$ cat config.mk
export PLATFORM = sky130hd
export DESIGN_NAME = ata_fifo
export DESIGN_NICKNAME = d
export VERILOG_FILES = /design/src/design/ata_pkg.sv /design/src/design/ata_fifo.sv
export VERILOG_INCLUDE_DIRS = /design/src /design/src/design
export SDC_FILE = /design/constraint.sdc
export NUM_CORES = 1
export LEC_CHECK = 0
export ABC_AREA = 0
export BUFFER_PORTS_ARGS = -buffer_cell sky130_fd_sc_hd__buf_4
export CORE_ASPECT_RATIO = 0.9
export CORE_MARGIN = 2
export CORE_UTILIZATION = 55
export CTS_CLUSTER_DIAMETER = 80
export CTS_CLUSTER_SIZE = 28
export DETAILED_ROUTE_END_ITERATION = 10
export PLACE_DENSITY = 0.83
export SYNTH_ARGS = -nofsm -noshare
export SYNTH_HDL_FRONTEND = slang
export SYNTH_SLANG_ARGS = --single-unit
export TNS_END_PERCENT = 1
$ cat constraint.sdc
create_clock -name clk_i -period 3.1 [get_ports clk_i]
set_input_delay 0.62 -clock clk_i [delete_from_list [all_inputs] [get_ports clk_i]]
set_output_delay 0.62 -clock clk_i [all_outputs]
set_load 0.005 [all_outputs]
$ cat src/design/accel_tilt_angles_top_macros.svh
// Assertion helpers shared by the tilt-angle design.
`ifndef ACCEL_TILT_ANGLES_TOP_MACROS_SVH
`define ACCEL_TILT_ANGLES_TOP_MACROS_SVH

// Same-cycle implication, checked outside reset.
`define ATA_ASSERT_IMPL(label, ante, cons, msg) \
  label: assert property (@(posedge clk_i) disable iff (!rst_ni) (ante) |-> (cons)) \
    else $error(msg);

// Next-cycle implication, checked outside reset.
`define ATA_ASSERT_NEXT(label, ante, cons, msg) \
  label: assert property (@(posedge clk_i) disable iff (!rst_ni) (ante) |=> (cons)) \
    else $error(msg);

`endif

$ cat src/design/ata_pkg.sv
package ata_pkg;

  localparam int ACC_W      = 16;
  localparam int GAIN_W     = 15;
  localparam int ANG_W      = 15;
  localparam int MAG_W      = 16;
  localparam int FDIV_STEPS = 16;
  localparam logic [MAG_W-1:0] CLIP_MAG = 16'd65526;

  localparam int SQ_W     = 16;
  localparam int RAD_W    = 34;
  localparam int RT_STEPS = 17;
  localparam int RT_W     = 17;
  localparam int RREM_W   = 19;

  localparam int QN_W   = 33;
  localparam int QD_W   = 18;
  localparam int QREM_W = 18;

  localparam int CORDIC_STEPS = 30;
  localparam int CXY_W        = 50;
  localparam int CZ_W         = 34;
  localparam int T_W          = 18;
  localparam int R2D_W        = 22;
  localparam logic [R2D_W-1:0] RAD_TO_DEG = 22'd3754936;
  localparam int PROD_W       = T_W + R2D_W;

  localparam int FIFO_DEPTH = 4;
  localparam int FIFO_AW    = $clog2(FIFO_DEPTH);

  typedef enum logic [1:0] {
    CFG_GAIN_X = 2'd0,
    CFG_GAIN_Y = 2'd1,
    CFG_GAIN_Z = 2'd2
  } cfg_idx_e;

  typedef struct packed {
    logic [GAIN_W-1:0] gx;
    logic [GAIN_W-1:0] gy;
    logic [GAIN_W-1:0] gz;
  } gain_t;

  // Scaled and clipped sample: magnitude and sign per axis.
  typedef struct packed {
    logic [2:0][MAG_W-1:0] mag;
    logic [2:0]            neg;
  } item_t;

  typedef struct packed {
    logic full;
    logic empty;
  } fifo_st_t;

  localparam logic [30:0] ATAN_Q30 [11] = '{
    31'd843314857, 31'd497837829, 31'd263043837, 31'd133525159, 31'd67021687,
    31'd33543516, 31'd16775851, 31'd8388437, 31'd4194283, 31'd2097149,
    31'd1048575
  };

  function automatic logic [CZ_W-1:0] cordic_angle(input int unsigned i);
    logic [CZ_W-1:0] a;
    if (i < 11) begin
      a = CZ_W'(ATAN_Q30[i[3:0]]);
    end else begin
      a = CZ_W'(1) << (30 - i);
    end
    return a;
  endfunction

endpackage

$ cat src/design/ata_fifo.sv
`include "accel_tilt_angles_top_macros.svh"

module ata_fifo import ata_pkg::*; (
  input  logic     clk_i,
  input  logic     rst_ni,
  input  logic     push_i,
  input  item_t    item_i,
  input  logic     pop_i,
  output item_t    item_o,
  output fifo_st_t st_o
);

  item_t              mem_q [FIFO_DEPTH];
  logic [FIFO_AW-1:0] wr_q;
  logic [FIFO_AW-1:0] rd_q;
  logic [FIFO_AW:0]   cnt_q;

  assign st_o.full  = cnt_q == (FIFO_AW+1)'(FIFO_DEPTH);
  assign st_o.empty = cnt_q == '0;
  assign item_o     = mem_q[rd_q];

  always_ff @(posedge clk_i) begin
    if (push_i) begin
      mem_q[wr_q] <= item_i;
    end
  end

  always_ff @(posedge clk_i or negedge rst_ni) begin
    if (!rst_ni) begin
      wr_q  <= '0;
      rd_q  <= '0;
      cnt_q <= '0;
    end else begin
      if (push_i) begin
        wr_q <= wr_q + 1'b1;
      end
      if (pop_i) begin
        rd_q <= rd_q + 1'b1;
      end
      case ({push_i, pop_i})
        2'b10:   cnt_q <= cnt_q + 1'b1;
        2'b01:   cnt_q <= cnt_q - 1'b1;
        default: cnt_q <= cnt_q;
      endcase
    end
  end

  `ATA_ASSERT_IMPL(a_cnt_bound, 1'b1, cnt_q <= (FIFO_AW+1)'(FIFO_DEPTH), "queue count overrun")
  `ATA_ASSERT_NEXT(a_cnt_drop, pop_i && !push_i, cnt_q == $past(cnt_q) - 1'b1, "pop lost")

endmodule

* Yosys cells after proc, flatten, opt, wreduce, memory -nomap -nowiden
Memories as Yosys holds them, arrays and structs flattened.
Index checks and enable logic that the tools add are counted.
** Storage, ports and cells
- Memory bits (writable) :: 204
- Register bits :: 7
- Word-level logic and storage cells :: 16
- Memories kept :: 1
** Cells by class
- $add $sub $neg :: 4
- Mux-type cells :: 3
- Equal/unequal tests :: 3
- Reductions and logical operators :: 2
** Memory list
- mem_q :: words 4, width 51, rd ports 1, clocked after Yosys merged registers in 0, write ports 1, line ata_fifo.sv:13 : item_t mem_q [FIFO_DEPTH];
** Operator list (count)
- one-hot mux 3 bit (2 select lines) :: 1
- adder 2 x 1 -> 2 bit, second input constant :: 2
- adder 3 x 1 -> 3 bit, second input constant :: 1
- == test 3 bit, second input constant :: 1
- logical NOT 3 bit :: 1
- subtractor 3 x 1 -> 3 bit, second input constant :: 1
- == test 2 x 1 -> 1 bit, second input constant :: 1
- == test 2 bit, second input constant :: 1
- two-way mux 1 bit :: 2
- nonzero test 2 bit :: 1

* Logic depth before layout (Yosys ltp)
- Word-level depth :: 2
- Mapped depth :: 7
- Gate-level depth less buffers :: 7

* Worst setup path after synthesis
No wires, ideal clock.
- Path kind :: input -> register
- Start point :: input port push_i
- End point :: memory mem_q[0][0] in the netlist's numbering (enable)
- Library setup time :: 414 ps
- Arrival time :: 1837 ps
- Path slack :: 849 ps
- Path buffers :: 0
- Required time :: 2686 ps
- Stages on the path :: 1
- Path through :: and2_1
** On the way
- Word-level cells in the longest chain between the ends :: 2
** Ends and longest elaborated chain
- start: declaration :: line ata_fifo.sv:6 : input logic push_i,
- two-way mux 1 bit :: line ata_fifo.sv:23 : if (push_i) begin
- two-way mux 1 bit (not written as such) :: line ata_fifo.sv:24 : mem_q[wr_q] <= item_i;
- end: declaration :: line ata_fifo.sv:13
No other way between the ends.

==> results.md <==
* Status: completed
* Dpl ws at ~0.58 ns
* Root Buffer: clkbuf_16
* Yosys top cell area share at approximately four fifths
* Initial DRC Count at ~270
* Post-DP HPWL at 8186 um
* Pleak at approximately 3.2 nW
* Largest net degree at the start of global routing at 36
* Buffers on Ports at 107
* Cell Pwr Density at about 870 mW/mm^2
* Clk pin slew, worst setup/hold paths at about 0.090 ns
* HP Class: input pin to register
* Setup Skew at 0.006871 ns
* Share of cells above drive strength 1 at between 40 and 50%
* Final WS setup at 0.3922 ns
* Worst Tran Pin Value at 0.5630 ns
* Worst endpoint required time at 2.48 ns
* Die area at 0.01519 sq mm
* Final setup TNS at 0 ns
* Cell taking the most area after synthesis: edfxtp_1
* Die H at 117.1 um
* CTS Sinks at roughly 210
* Vias per cell at 5.542
* Hold_ws at 0.3577 ns
* I/O pins at between 100 and 150
* CP arrival at 2.09 ns
* Max Fanout on Critical Path at 18
* ANT cells at 0
* Register-to-Register Path Depth at 4
* Max Fclk at 369.3 MHz
* Max Cap Viol at 0
* Top post-synthesis cells by count: 204 x edfxtp_1, 48 x mux4_2, 7 x dfrtp_1, 6 x inv_1
* Vias after detailed routing at 3,414
* CTS buffer count at 11
* Most common cell in the netlist: edfxtp_1
* Drt total wl at 13,110 um
* RSZ-0062 raised after global routing: no
* Slew HR at 62.47%
* Pre-antenna DRT Iters at 4
* Post-route minimum period at between 2 and 3 ns
* Post_cts resized at 0
* First-pass GRT wire length at 19,690 um
* Grt ovf at 0
* Post-route ant nets at 0
* Post-Syn Area at approximately 0.0078 sq mm
* Antenna violations before repair at 0
* Post-synth EDFFs at 204
* Critical path type: register to output pin
* Synthesized instance count at 304
* Synth Flop Type: edfxtp_1
* Clk buf depth at 3
* Wire per inst at 21.28 um
* Total track usage at 17.44%
* Seq/Total Area, Yosys at 80.58%
* Critical Path Start Type: register
* Area grow syn2layout at 17.65%
* Post-synth ARST share at 3.318%
* Cell variety after synth at 19
* Top post-synthesis cells by area: edfxtp_1 78%, mux4_2 14%, dfrtp_1 2.2%
* Final Non-Filler Cells at between 600 and 700
* Clk Latency, worst-skew pair at 0.45 ns
* DRC at 0
* Worst Setup End Kind: output pin
* Tot Pwr at 7.963 mW
* IR drop worst, VDD at approximately 0.00054 V
* Yosys Warn Count at 0
* Final Cycle Share at 87.35%
* Yosys reg bits at about 210
* Num rows at 41
* # H-tree levels at 1
* Final setup fails at 0
* Net Count, Synth at 365
* Initial core utilization at 56.04%
* CTS tree: built
* WHS Path Cells at 2
* # nets final at 484
* Dpl cells at between 600 and 700
* Core area at 0.01395 sq mm
* Syn_area_per_cell at 25.72 sq um
* Routability cong. at 0.6645
* Vias in the first global route at 3,527
* Final hold vios at 0
* Die width at about 130 um
* Final Slew Violations at 0
-- logic make-up (layout without fill, tap and decap cells) --
kind of cell    Yosys count  in the layout  synth area share (%)
compound gates            2              2                0.1280
flops                   211            211                 80.58
simple gates             10             10                0.6559
mux                      51             51                 14.83
buf+inv                  18            137                 2.080
fa+ha+maj                 6              6                 1.056
xor+xnor                  6              6                0.6720
-- repair_timing --
item / in CTS / in global routing
hold buffers: 1 / 0
endpoints found under the hold margin: 7 / 0
setup endpoints to repair: 0 / 3
setup buffers: 0 / 1
-- sequential cells by signal (all words and copies together), names as in the netlist --
name and count:
mem_q 204, cnt_q 3, rd_q 2, wr_q 2
-- routing by layer --
metal	vias up	routed length [um]	GRT usage [%]
li1	1512	-	-
met1	1776	5430	23.97
met2	112	6714	29.91
met3	14	735	3.273
met4	0	228	3.728
met5	-	0	0
-- cell type report --
class | instances | area (sq um)
clock buffers | 11 | 275.3
clock inverters | 2 | 17.52
fillers | 923 | 4753
inverters | 6 | 22.52
multi-input cells | 75 | 1361
flip-flops and latches | 211 | 6306
well taps | 193 | 241.5
repair buffers | 118 | 975.9
-- cells in the final DEF, fill, tap and decap left out, types with 2 or more instances in the layout --
| cell type | instances |
|---|---|
| xnor2_1 | 2 |
| nand2_1 | 3 |
| inv_1 | 6 |
| edfxtp_1 | 204 |
| buf_12 | 7 |
| and2_2 | 4 |
| o21ai_0 | 2 |
| ha_1 | 5 |
| xor2_1 | 4 |
| mux4_1 | 3 |
| dfrtp_1 | 5 |
| buf_4 | 110 |
| clkbuf_16 | 11 |
| mux4_2 | 48 |
-- per-stage QoR --
stage	instance area [sq um]	util, %
finish	9200	65.93
global route	9200	65.93
CTS	9180	65.79
detailed placement	8877	63.62
global placement	8877	63.62
floorplan	7820	-
-- worst max-delay path, stage by stage (launching register included) --
cell	delay [ns]
dfrtp_4	0.69
buf_12	0.26
mux4_2	0.53
buf_4	0.16
-- power breakdown --
group | total (mW) | internal [mW] | leakage [nW] | switching, mW
clock | 1.46 | 0.653 | 0.144 | 0.802
sequential | 3.99 | 3.73 | 1.95 | 0.263
combinational | 2.52 | 1.45 | 1.06 | 1.07
total | 7.96 | 5.83 | 3.16 | 2.13
-- final timing paths --
check,start,endpoint,slack (ns)
min reg2reg,cnt_q[2],cnt_q[2],0.49
min in group asynchronous,rst_ni,rd_q[0],0.53
max in group asynchronous,rst_ni,rd_q[0],2.44
max,rd_q[0],item_o[13],0.39
min,pop_i,rd_q[0],0.36
max reg2reg,wr_q[0],mem_q[0][43],1.30
Power figures use the tool's default switching activity.
