`src/design/accel_tilt_angles_top_macros.svh`:
```
// Assertion helpers shared by the tilt-angle design.
`ifndef ACCEL_TILT_ANGLES_TOP_MACROS_SVH
`define ACCEL_TILT_ANGLES_TOP_MACROS_SVH

// Same-cycle implication, checked outside reset.
`define ATA_ASSERT_IMPL(label, ante, cons, msg) \
  label: assert property (@(posedge clk_i) disable iff (!rst_ni) (ante) |-> (cons)) \
    else $error(msg);

// Next-cycle implication, checked outside reset.
`define ATA_ASSERT_NEXT(label, ante, cons, msg) \
  label: assert property (@(posedge clk_i) disable iff (!rst_ni) (ante) |=> (cons)) \
    else $error(msg);

`endif

```
`src/design/ata_pkg.sv`:
```
package ata_pkg;

  localparam int ACC_W      = 16;
  localparam int GAIN_W     = 15;
  localparam int ANG_W      = 15;
  localparam int MAG_W      = 16;
  localparam int FDIV_STEPS = 16;
  localparam logic [MAG_W-1:0] CLIP_MAG = 16'd65526;

  localparam int SQ_W     = 16;
  localparam int RAD_W    = 34;
  localparam int RT_STEPS = 17;
  localparam int RT_W     = 17;
  localparam int RREM_W   = 19;

  localparam int QN_W   = 33;
  localparam int QD_W   = 18;
  localparam int QREM_W = 18;

  localparam int CORDIC_STEPS = 30;
  localparam int CXY_W        = 50;
  localparam int CZ_W         = 34;
  localparam int T_W          = 18;
  localparam int R2D_W        = 22;
  localparam logic [R2D_W-1:0] RAD_TO_DEG = 22'd3754936;
  localparam int PROD_W       = T_W + R2D_W;

  localparam int FIFO_DEPTH = 4;
  localparam int FIFO_AW    = $clog2(FIFO_DEPTH);

  typedef enum logic [1:0] {
    CFG_GAIN_X = 2'd0,
    CFG_GAIN_Y = 2'd1,
    CFG_GAIN_Z = 2'd2
  } cfg_idx_e;

  typedef struct packed {
    logic [GAIN_W-1:0] gx;
    logic [GAIN_W-1:0] gy;
    logic [GAIN_W-1:0] gz;
  } gain_t;

  // Scaled and clipped sample: magnitude and sign per axis.
  typedef struct packed {
    logic [2:0][MAG_W-1:0] mag;
    logic [2:0]            neg;
  } item_t;

  typedef struct packed {
    logic full;
    logic empty;
  } fifo_st_t;

  localparam logic [30:0] ATAN_Q30 [11] = '{
    31'd843314857, 31'd497837829, 31'd263043837, 31'd133525159, 31'd67021687,
    31'd33543516, 31'd16775851, 31'd8388437, 31'd4194283, 31'd2097149,
    31'd1048575
  };

  function automatic logic [CZ_W-1:0] cordic_angle(input int unsigned i);
    logic [CZ_W-1:0] a;
    if (i < 11) begin
      a = CZ_W'(ATAN_Q30[i[3:0]]);
    end else begin
      a = CZ_W'(1) << (30 - i);
    end
    return a;
  endfunction

endpackage

```
`src/design/ata_front.sv`:
```
module ata_front import ata_pkg::*; (
  input  logic             clk_i,
  input  logic             rst_ni,
  input  gain_t            gain_i,
  input  logic             in_valid_i,
  output logic             in_ready_o,
  input  logic [ACC_W-1:0] accel_x_i,
  input  logic [ACC_W-1:0] accel_y_i,
  input  logic [ACC_W-1:0] accel_z_i,
  output logic             item_vld_o,
  output item_t            item_o,
  input  logic             item_rdy_i
);

  localparam int NS = FDIV_STEPS + 1;

  logic              en;
  logic [NS-1:0]     vld_q;
  logic [GAIN_W-1:0] geff [3];
  logic [ACC_W-1:0]  acc [3];
  logic [MAG_W:0]    rem_q [NS][3];
  logic [MAG_W-1:0]  quo_q [NS][3];
  logic              ge_q  [NS][3];
  logic              neg_q [NS][3];

  assign acc[0] = accel_x_i;
  assign acc[1] = accel_y_i;
  assign acc[2] = accel_z_i;
  // A gain of zero divides as one.
  assign geff[0] = (gain_i.gx == '0) ? GAIN_W'(1) : gain_i.gx;
  assign geff[1] = (gain_i.gy == '0) ? GAIN_W'(1) : gain_i.gy;
  assign geff[2] = (gain_i.gz == '0) ? GAIN_W'(1) : gain_i.gz;

  assign en         = !vld_q[NS-1] || item_rdy_i;
  assign in_ready_o = en;

  always_ff @(posedge clk_i or negedge rst_ni) begin
    if (!rst_ni) begin
      vld_q <= '0;
    end else if (en) begin
      vld_q <= {vld_q[NS-2:0], in_valid_i};
    end
  end

  for (genvar a = 0; a < 3; a++) begin : g_lane
    logic signed [ACC_W:0] a_s;
    logic [MAG_W:0]        a_abs;
    logic                  a_ge;

    assign a_s   = {acc[a][ACC_W-1], acc[a]};
    assign a_abs = a_s[ACC_W] ? (MAG_W+1)'(-a_s) : (MAG_W+1)'(a_s);
    // |a| >= gain means the scaled value reaches one and gets clipped.
    assign a_ge  = a_abs >= (MAG_W+1)'(geff[a]);

    always_ff @(posedge clk_i) begin
      if (en) begin
        rem_q[0][a] <= a_ge ? '0 : a_abs;
        quo_q[0][a] <= '0;
        ge_q[0][a]  <= a_ge;
        neg_q[0][a] <= acc[a][ACC_W-1];
      end
    end

    for (genvar k = 1; k < NS; k++) begin : g_step
      logic [MAG_W+1:0] r2;
      logic             take;

      assign r2   = {rem_q[k-1][a], 1'b0};
      assign take = r2 >= (MAG_W+2)'(geff[a]);

      always_ff @(posedge clk_i) begin
        if (en) begin
          rem_q[k][a] <= take ? (MAG_W+1)'(r2 - (MAG_W+2)'(geff[a])) : (MAG_W+1)'(r2);
          quo_q[k][a] <= {quo_q[k-1][a][MAG_W-2:0], take};
          ge_q[k][a]  <= ge_q[k-1][a];
          neg_q[k][a] <= neg_q[k-1][a];
        end
      end
    end
  end

  assign item_vld_o = vld_q[NS-1];

  always_comb begin
    for (int a = 0; a < 3; a++) begin
      item_o.mag[a] = ge_q[NS-1][a] ? CLIP_MAG : quo_q[NS-1][a];
      item_o.neg[a] = neg_q[NS-1][a];
    end
  end

endmodule

```
`config.mk`:
```
export PLATFORM = sky130hd
export DESIGN_NAME = ata_front
export DESIGN_NICKNAME = d
export VERILOG_FILES = /design/src/design/accel_tilt_angles_top_macros.svh /design/src/design/ata_pkg.sv /design/src/design/ata_front.sv
export SDC_FILE = /design/constraint.sdc
export NUM_CORES = 2
export LEC_CHECK = 0
export CAP_MARGIN = 20
export CORE_ASPECT_RATIO = 1.75
export CORE_UTILIZATION = 60
export CTS_BUF_LIST = sky130_fd_sc_hd__clkbuf_4 sky130_fd_sc_hd__clkbuf_8
export DETAILED_ROUTE_END_ITERATION = 7
export DONT_BUFFER_PORTS = 1
export PLACE_DENSITY = 0.86
export SLEW_MARGIN = 20
export SYNTH_ARGS = -nofsm -noshare
export SYNTH_HDL_FRONTEND = slang
export SYNTH_SLANG_ARGS = --single-unit
```
`constraint.sdc`:
```
create_clock -name clk_i -period 59.9 [get_ports clk_i]
set_input_delay 8.985 -clock clk_i [delete_from_list [all_inputs] [get_ports clk_i]]
set_output_delay 8.985 -clock clk_i [all_outputs]
set_load 0.05 [all_outputs]
```
Word-level counts from Yosys, hierarchy flattened --
Memories as Yosys holds them, arrays and structs flattened. Cells that the tools add are included.
Cells by class: add/subtract/negate cells 51, order comparisons 51, multiplexer cells 62, reductions and logical operators 5
Operator list (number):
- 2-to-1 mux 17 bit | 54
- greater-or-equal comparator 18 x 15 -> 1 bit | 48
- subtractor 17 x 15 -> 17 bit | 48
- greater-or-equal comparator 17 x 15 -> 1 bit | 3
- negation 16 -> 17 bit | 3
- 2-to-1 mux 16 bit | 3
- logical NOT 15 bit | 3
- 2-to-1 mux 15 bit | 3
- 2-to-1 mux 1 bit | 2
- logical NOT 1 bit | 1
- logical OR 1 bit | 1
Word-level totals: register bits after elaboration 17, bits in writable memories 1785, input port bits 97, memories 4
Memories:
- rem_q | words 17, bits a word 51, rd ports 16, clocked after memory_dff 0, write ports 17, RTL line ata_front.sv:21 | logic [MAG_W:0] rem_q [NS][3];
- quo_q | words 17, bits a word 48, rd ports 17, clocked after memory_dff 0, write ports 17, RTL line ata_front.sv:22 | logic [MAG_W-1:0] quo_q [NS][3];
- ge_q | words 17, bits a word 3, rd ports 17, clocked after memory_dff 0, write ports 17, RTL line ata_front.sv:23 | logic ge_q [NS][3];
- neg_q | words 17, bits a word 3, rd ports 17, clocked after memory_dff 0, write ports 17, RTL line ata_front.sv:24 | logic neg_q [NS][3];

Logic depth before layout (Yosys ltp) --
depth after elaboration 4, depth in mapped cells 16, mapped depth without buffers 14

Least setup slack after synthesis --
Ideal clock, no wire load.
path type in2out, start in item_rdy_i, end out in_ready_o, arrival 45.605 ns, slack 5.310 ns, cell stages on the path 3, path through nand2b_1 > clkbuf_1 > buf_1
Between the ends: word-level cells in the longest chain between the ends 1
RTL lines:
- from (decl) | RTL line ata_front.sv:12 | input logic item_rdy_i
- logical OR 1 bit | RTL line ata_front.sv:34 | assign en = !vld_q[NS-1] || item_rdy_i;
- to (decl) | RTL line ata_front.sv:6 | output logic in_ready_o,
Every way passes these cells.

Worst setup path after layout --
Same ends and word-level chain as after synthesis.

==> flow_summary.toml <==
[run_status]
status = "completed"

[floorplan]
dieArea_mm2 = 0.140
num_rows = 180
die_y_um = 494
initial_core_util_pct = 60.4
core_area_mm2 = 0.137
die_w_um = 283
ioPinCount = 150

[setup_path]
crit_cells = 1
cp-startpoint = "item_rdy_i"
path_cells = "nand2b_4"
path_class = "in2out"
start_kind = "input pin"
crit_end = "in_ready_o"
path_buf_inv = 0
cp_max_fo = 29
crit_slowest_cell = "nand2b_4"
cp.arrival_ns = 9.47
r2r-start = "vld_q[16]"
cpPeakStageDelay_ns = 0.46
end_kind = "output pin"
r2r_cells = 5
r2r_setup_slack_ns = 54.77
cp.required_ns = 50.92
regToRegEndpoint = "quo_q[14][7]"
critPathTopFamily = "simple AND/OR/NAND/NOR gates"

[global_route]
antenna_found_initial = 3
grt_max_degree = 209
top_usage_layer = "met2"
grt_util_met2_pct = 51.9
overflow = 0
grt_pass1_vias = 62377
grt_use_met1_pct = 29.0
use_met3_pct = 5.05
grt_use_total_pct = 29.0
grt_pass1_wl_um = 316000

[final_layout]
stdcell_count = 9730
fin_util_pct = 65.1
nNetsFinal = 8652
design_area_mm2 = 0.0893
syn2layout_area_growth_pct = 7.79
drive_above_1_share_pct = 8.59
n_fill_cell = 10182

[timing]
finalCriticalPeriod_ns = 18.45
max_freq_mhz = 54.2
skew_ns = 0.0586
rsz0062_at_grt = "false"
period_share_pct = 30.8
maxSlewViolCount = 0
tightest_slew_ns = 1.14
max_slew_margin_pct = 23.3
hold_viol_final = 0
finalSetupViolCount = 0
final.setup.tns_ns = 0

[pwr]
peakVddDrop_mv = 0.0323
pwr_density_cell_mw_per_mm2 = 60.0
switching_share_pct = 40.5
p_leak_uw = 0.0349
clock_power_share_pct = 14.4
p_seq_share_pct = 36.9
p_sw_uw = 2170
pwr-share-comb_pct = 48.7
intPower_uw = 3190

[place]
place_inst = 9356
gp_congestion = 0.930
dp_hpwl_um = 142000
numPortBuffers = 0
dpl-instance-area_mm2 = 0.0851

[synthesis]
ys_seq_area_share_pct = 48.6
synth_flop_cell = "edfxtp_1"
async_flop_share_pct = 1.27
synth_cell_types = 86
synth_area_leaders = "edfxtp_1, ha_1, a21oi_1"
synth_warnings = 0
synth_top_area_share_pct = 48.1
synth_common_cells = "edfxtp_1, ha_1, a21oi_1"
synth_edf_count = 1326
synthMostInstantiatedCell = "edfxtp_1"
syn_area_mm2 = 0.0828
synth_cells = 7645
syn_avg_cell_area_um2 = 10.8
synth_seq_cells = 1343
yosysTopAreaCell = "edfxtp_1"

[clocking]
cts_setup_buffers = 0
ctsHoldBuffers = 0
cts_resized = 0
cts_max_path_buffers = 3
cts.sink_count = 1343
insertion_delay_ns = 0.94
cts_buffers = 199
htreeDepth = 4
clk_pin_slew_ns = 0.06
root_buffer = "clkbuf_8"
tritoncts = "built"

[route]
antenna_left = 0
firstDrtPassIters = 8
wirelength_um = 204000
num_vias = 61316
drc_errors = 0
drt_iter0_drc = 4191
vias_per_cell = 6.30
wl_per_cell_um = 20.9

[worst_hold_path]
min_path_type = "reg2reg"

[job]
drv_cap = 0
[power groups by stage]
stage	registers (uW)	logic, uW	clock network (uW)
6_report	1980	2610	769
5_1_grt	2010	2880	818
4_1_cts	1970	2580	783
3_5_place_dp	1990	2560	0
3_3_place_gp	1970	2450	0
2_1_floorplan	2220	2030	0
[sequential cells by signal, summed over array words and instances, names as in the netlist]
| register | cells |
|---|---|
| ge_q | 51 |
| neg_q | 51 |
| quo_q | 408 |
| rem_q | 816 |
| vld_q | 17 |
[metrics by stage]
step / power, uW / setup slack [ns] / hold WS [ns]
final: 5360 / 41.45 / 0.392
after global routing: 5710 / 41.41 / 0.401
after CTS: 5330 / 41.44 / 0.395
after detailed placement: 4540 / 41.44 / 0.405
after global placement: 4420 / 41.47 / 0.400
after floorplan: 4250 / 5.31 / 0.400
[final cells by class]
cell class | instances | area, um^2 | area share (%)
Clock inverter | 115 | 896 | 1.00
Tap cell | 1820 | 2280 | 2.55
Clock buffer | 247 | 3130 | 3.51
Multi-Input combinational cell | 5874 | 41100 | 46.1
Timing Repair Buffer | 82 | 686 | 0.768
Sequential cell | 1343 | 40200 | 45.1
Inverter | 245 | 920 | 1.03
Antenna cell | 4 | 10.0 | 0.0112
[how the worst min path moves through the flow]
stage / start / to / cells past startpoint / slack [ns]
global route: neg_q[5][1] / neg_q[6][1] / 0 / 0.40
detailed placement: ge_q[10][0] / ge_q[11][0] / 0 / 0.40
finish: ge_q[10][0] / ge_q[11][0] / 0 / 0.39
floorplan: ge_q[9][0] / ge_q[10][0] / 0 / 0.40
global placement: quo_q[12][27] / quo_q[13][28] / 0 / 0.40
CTS: quo_q[8][34] / quo_q[9][35] / 0 / 0.40
[routing by layer]
layer | vias to the layer above | routed length [um]
met4 | 0 | 18100
met3 | 974 | 11500
met5 | - | 0
met2 | 2232 | 104000
met1 | 29255 | 70000
li1 | 28855 | -
[kinds of logic after synthesis]
| kind of cell | after synthesis | share of synthesized area (%) |
|---|---|---|
| AOI/OAI and AO/OA | 2190 | 16.4 |
| buffers and inverters | 433 | 2.00 |
| other | 1 | 0.00453 |
| and+or+nand+nor | 2123 | 12.0 |
| adders and majority gates | 810 | 12.6 |
| DFF | 1343 | 48.6 |
| muxes | 143 | 1.93 |
| xor gates and xnor gates | 602 | 6.37 |
[placed cells by master (no fill, tap or decap), drive strengths merged, types with 20 or more instances in the layout]
cell type     n
clkbuf      247
nand2       598
o41ai        27
nand3       126
inv         252
nor2b       149
a21o        285
nand4        68
or3          27
nand2b       90
and3         40
a21oi       752
ha          765
nor3        109
o21ai       505
nor2        676
o211ai       47
o31a         21
o31ai        78
a221oi       22
mux2        134
o21a         74
and2         44
xnor2       357
nor4         45
o21bai       80
or2          72
a31oi        88
a21boi       20
a31o         26
buf          82
fa           45
a2111oi      23
clkinv       90
a211oi       44
xor2        245
edfxtp     1326
(Power assumes the default switching activity.)
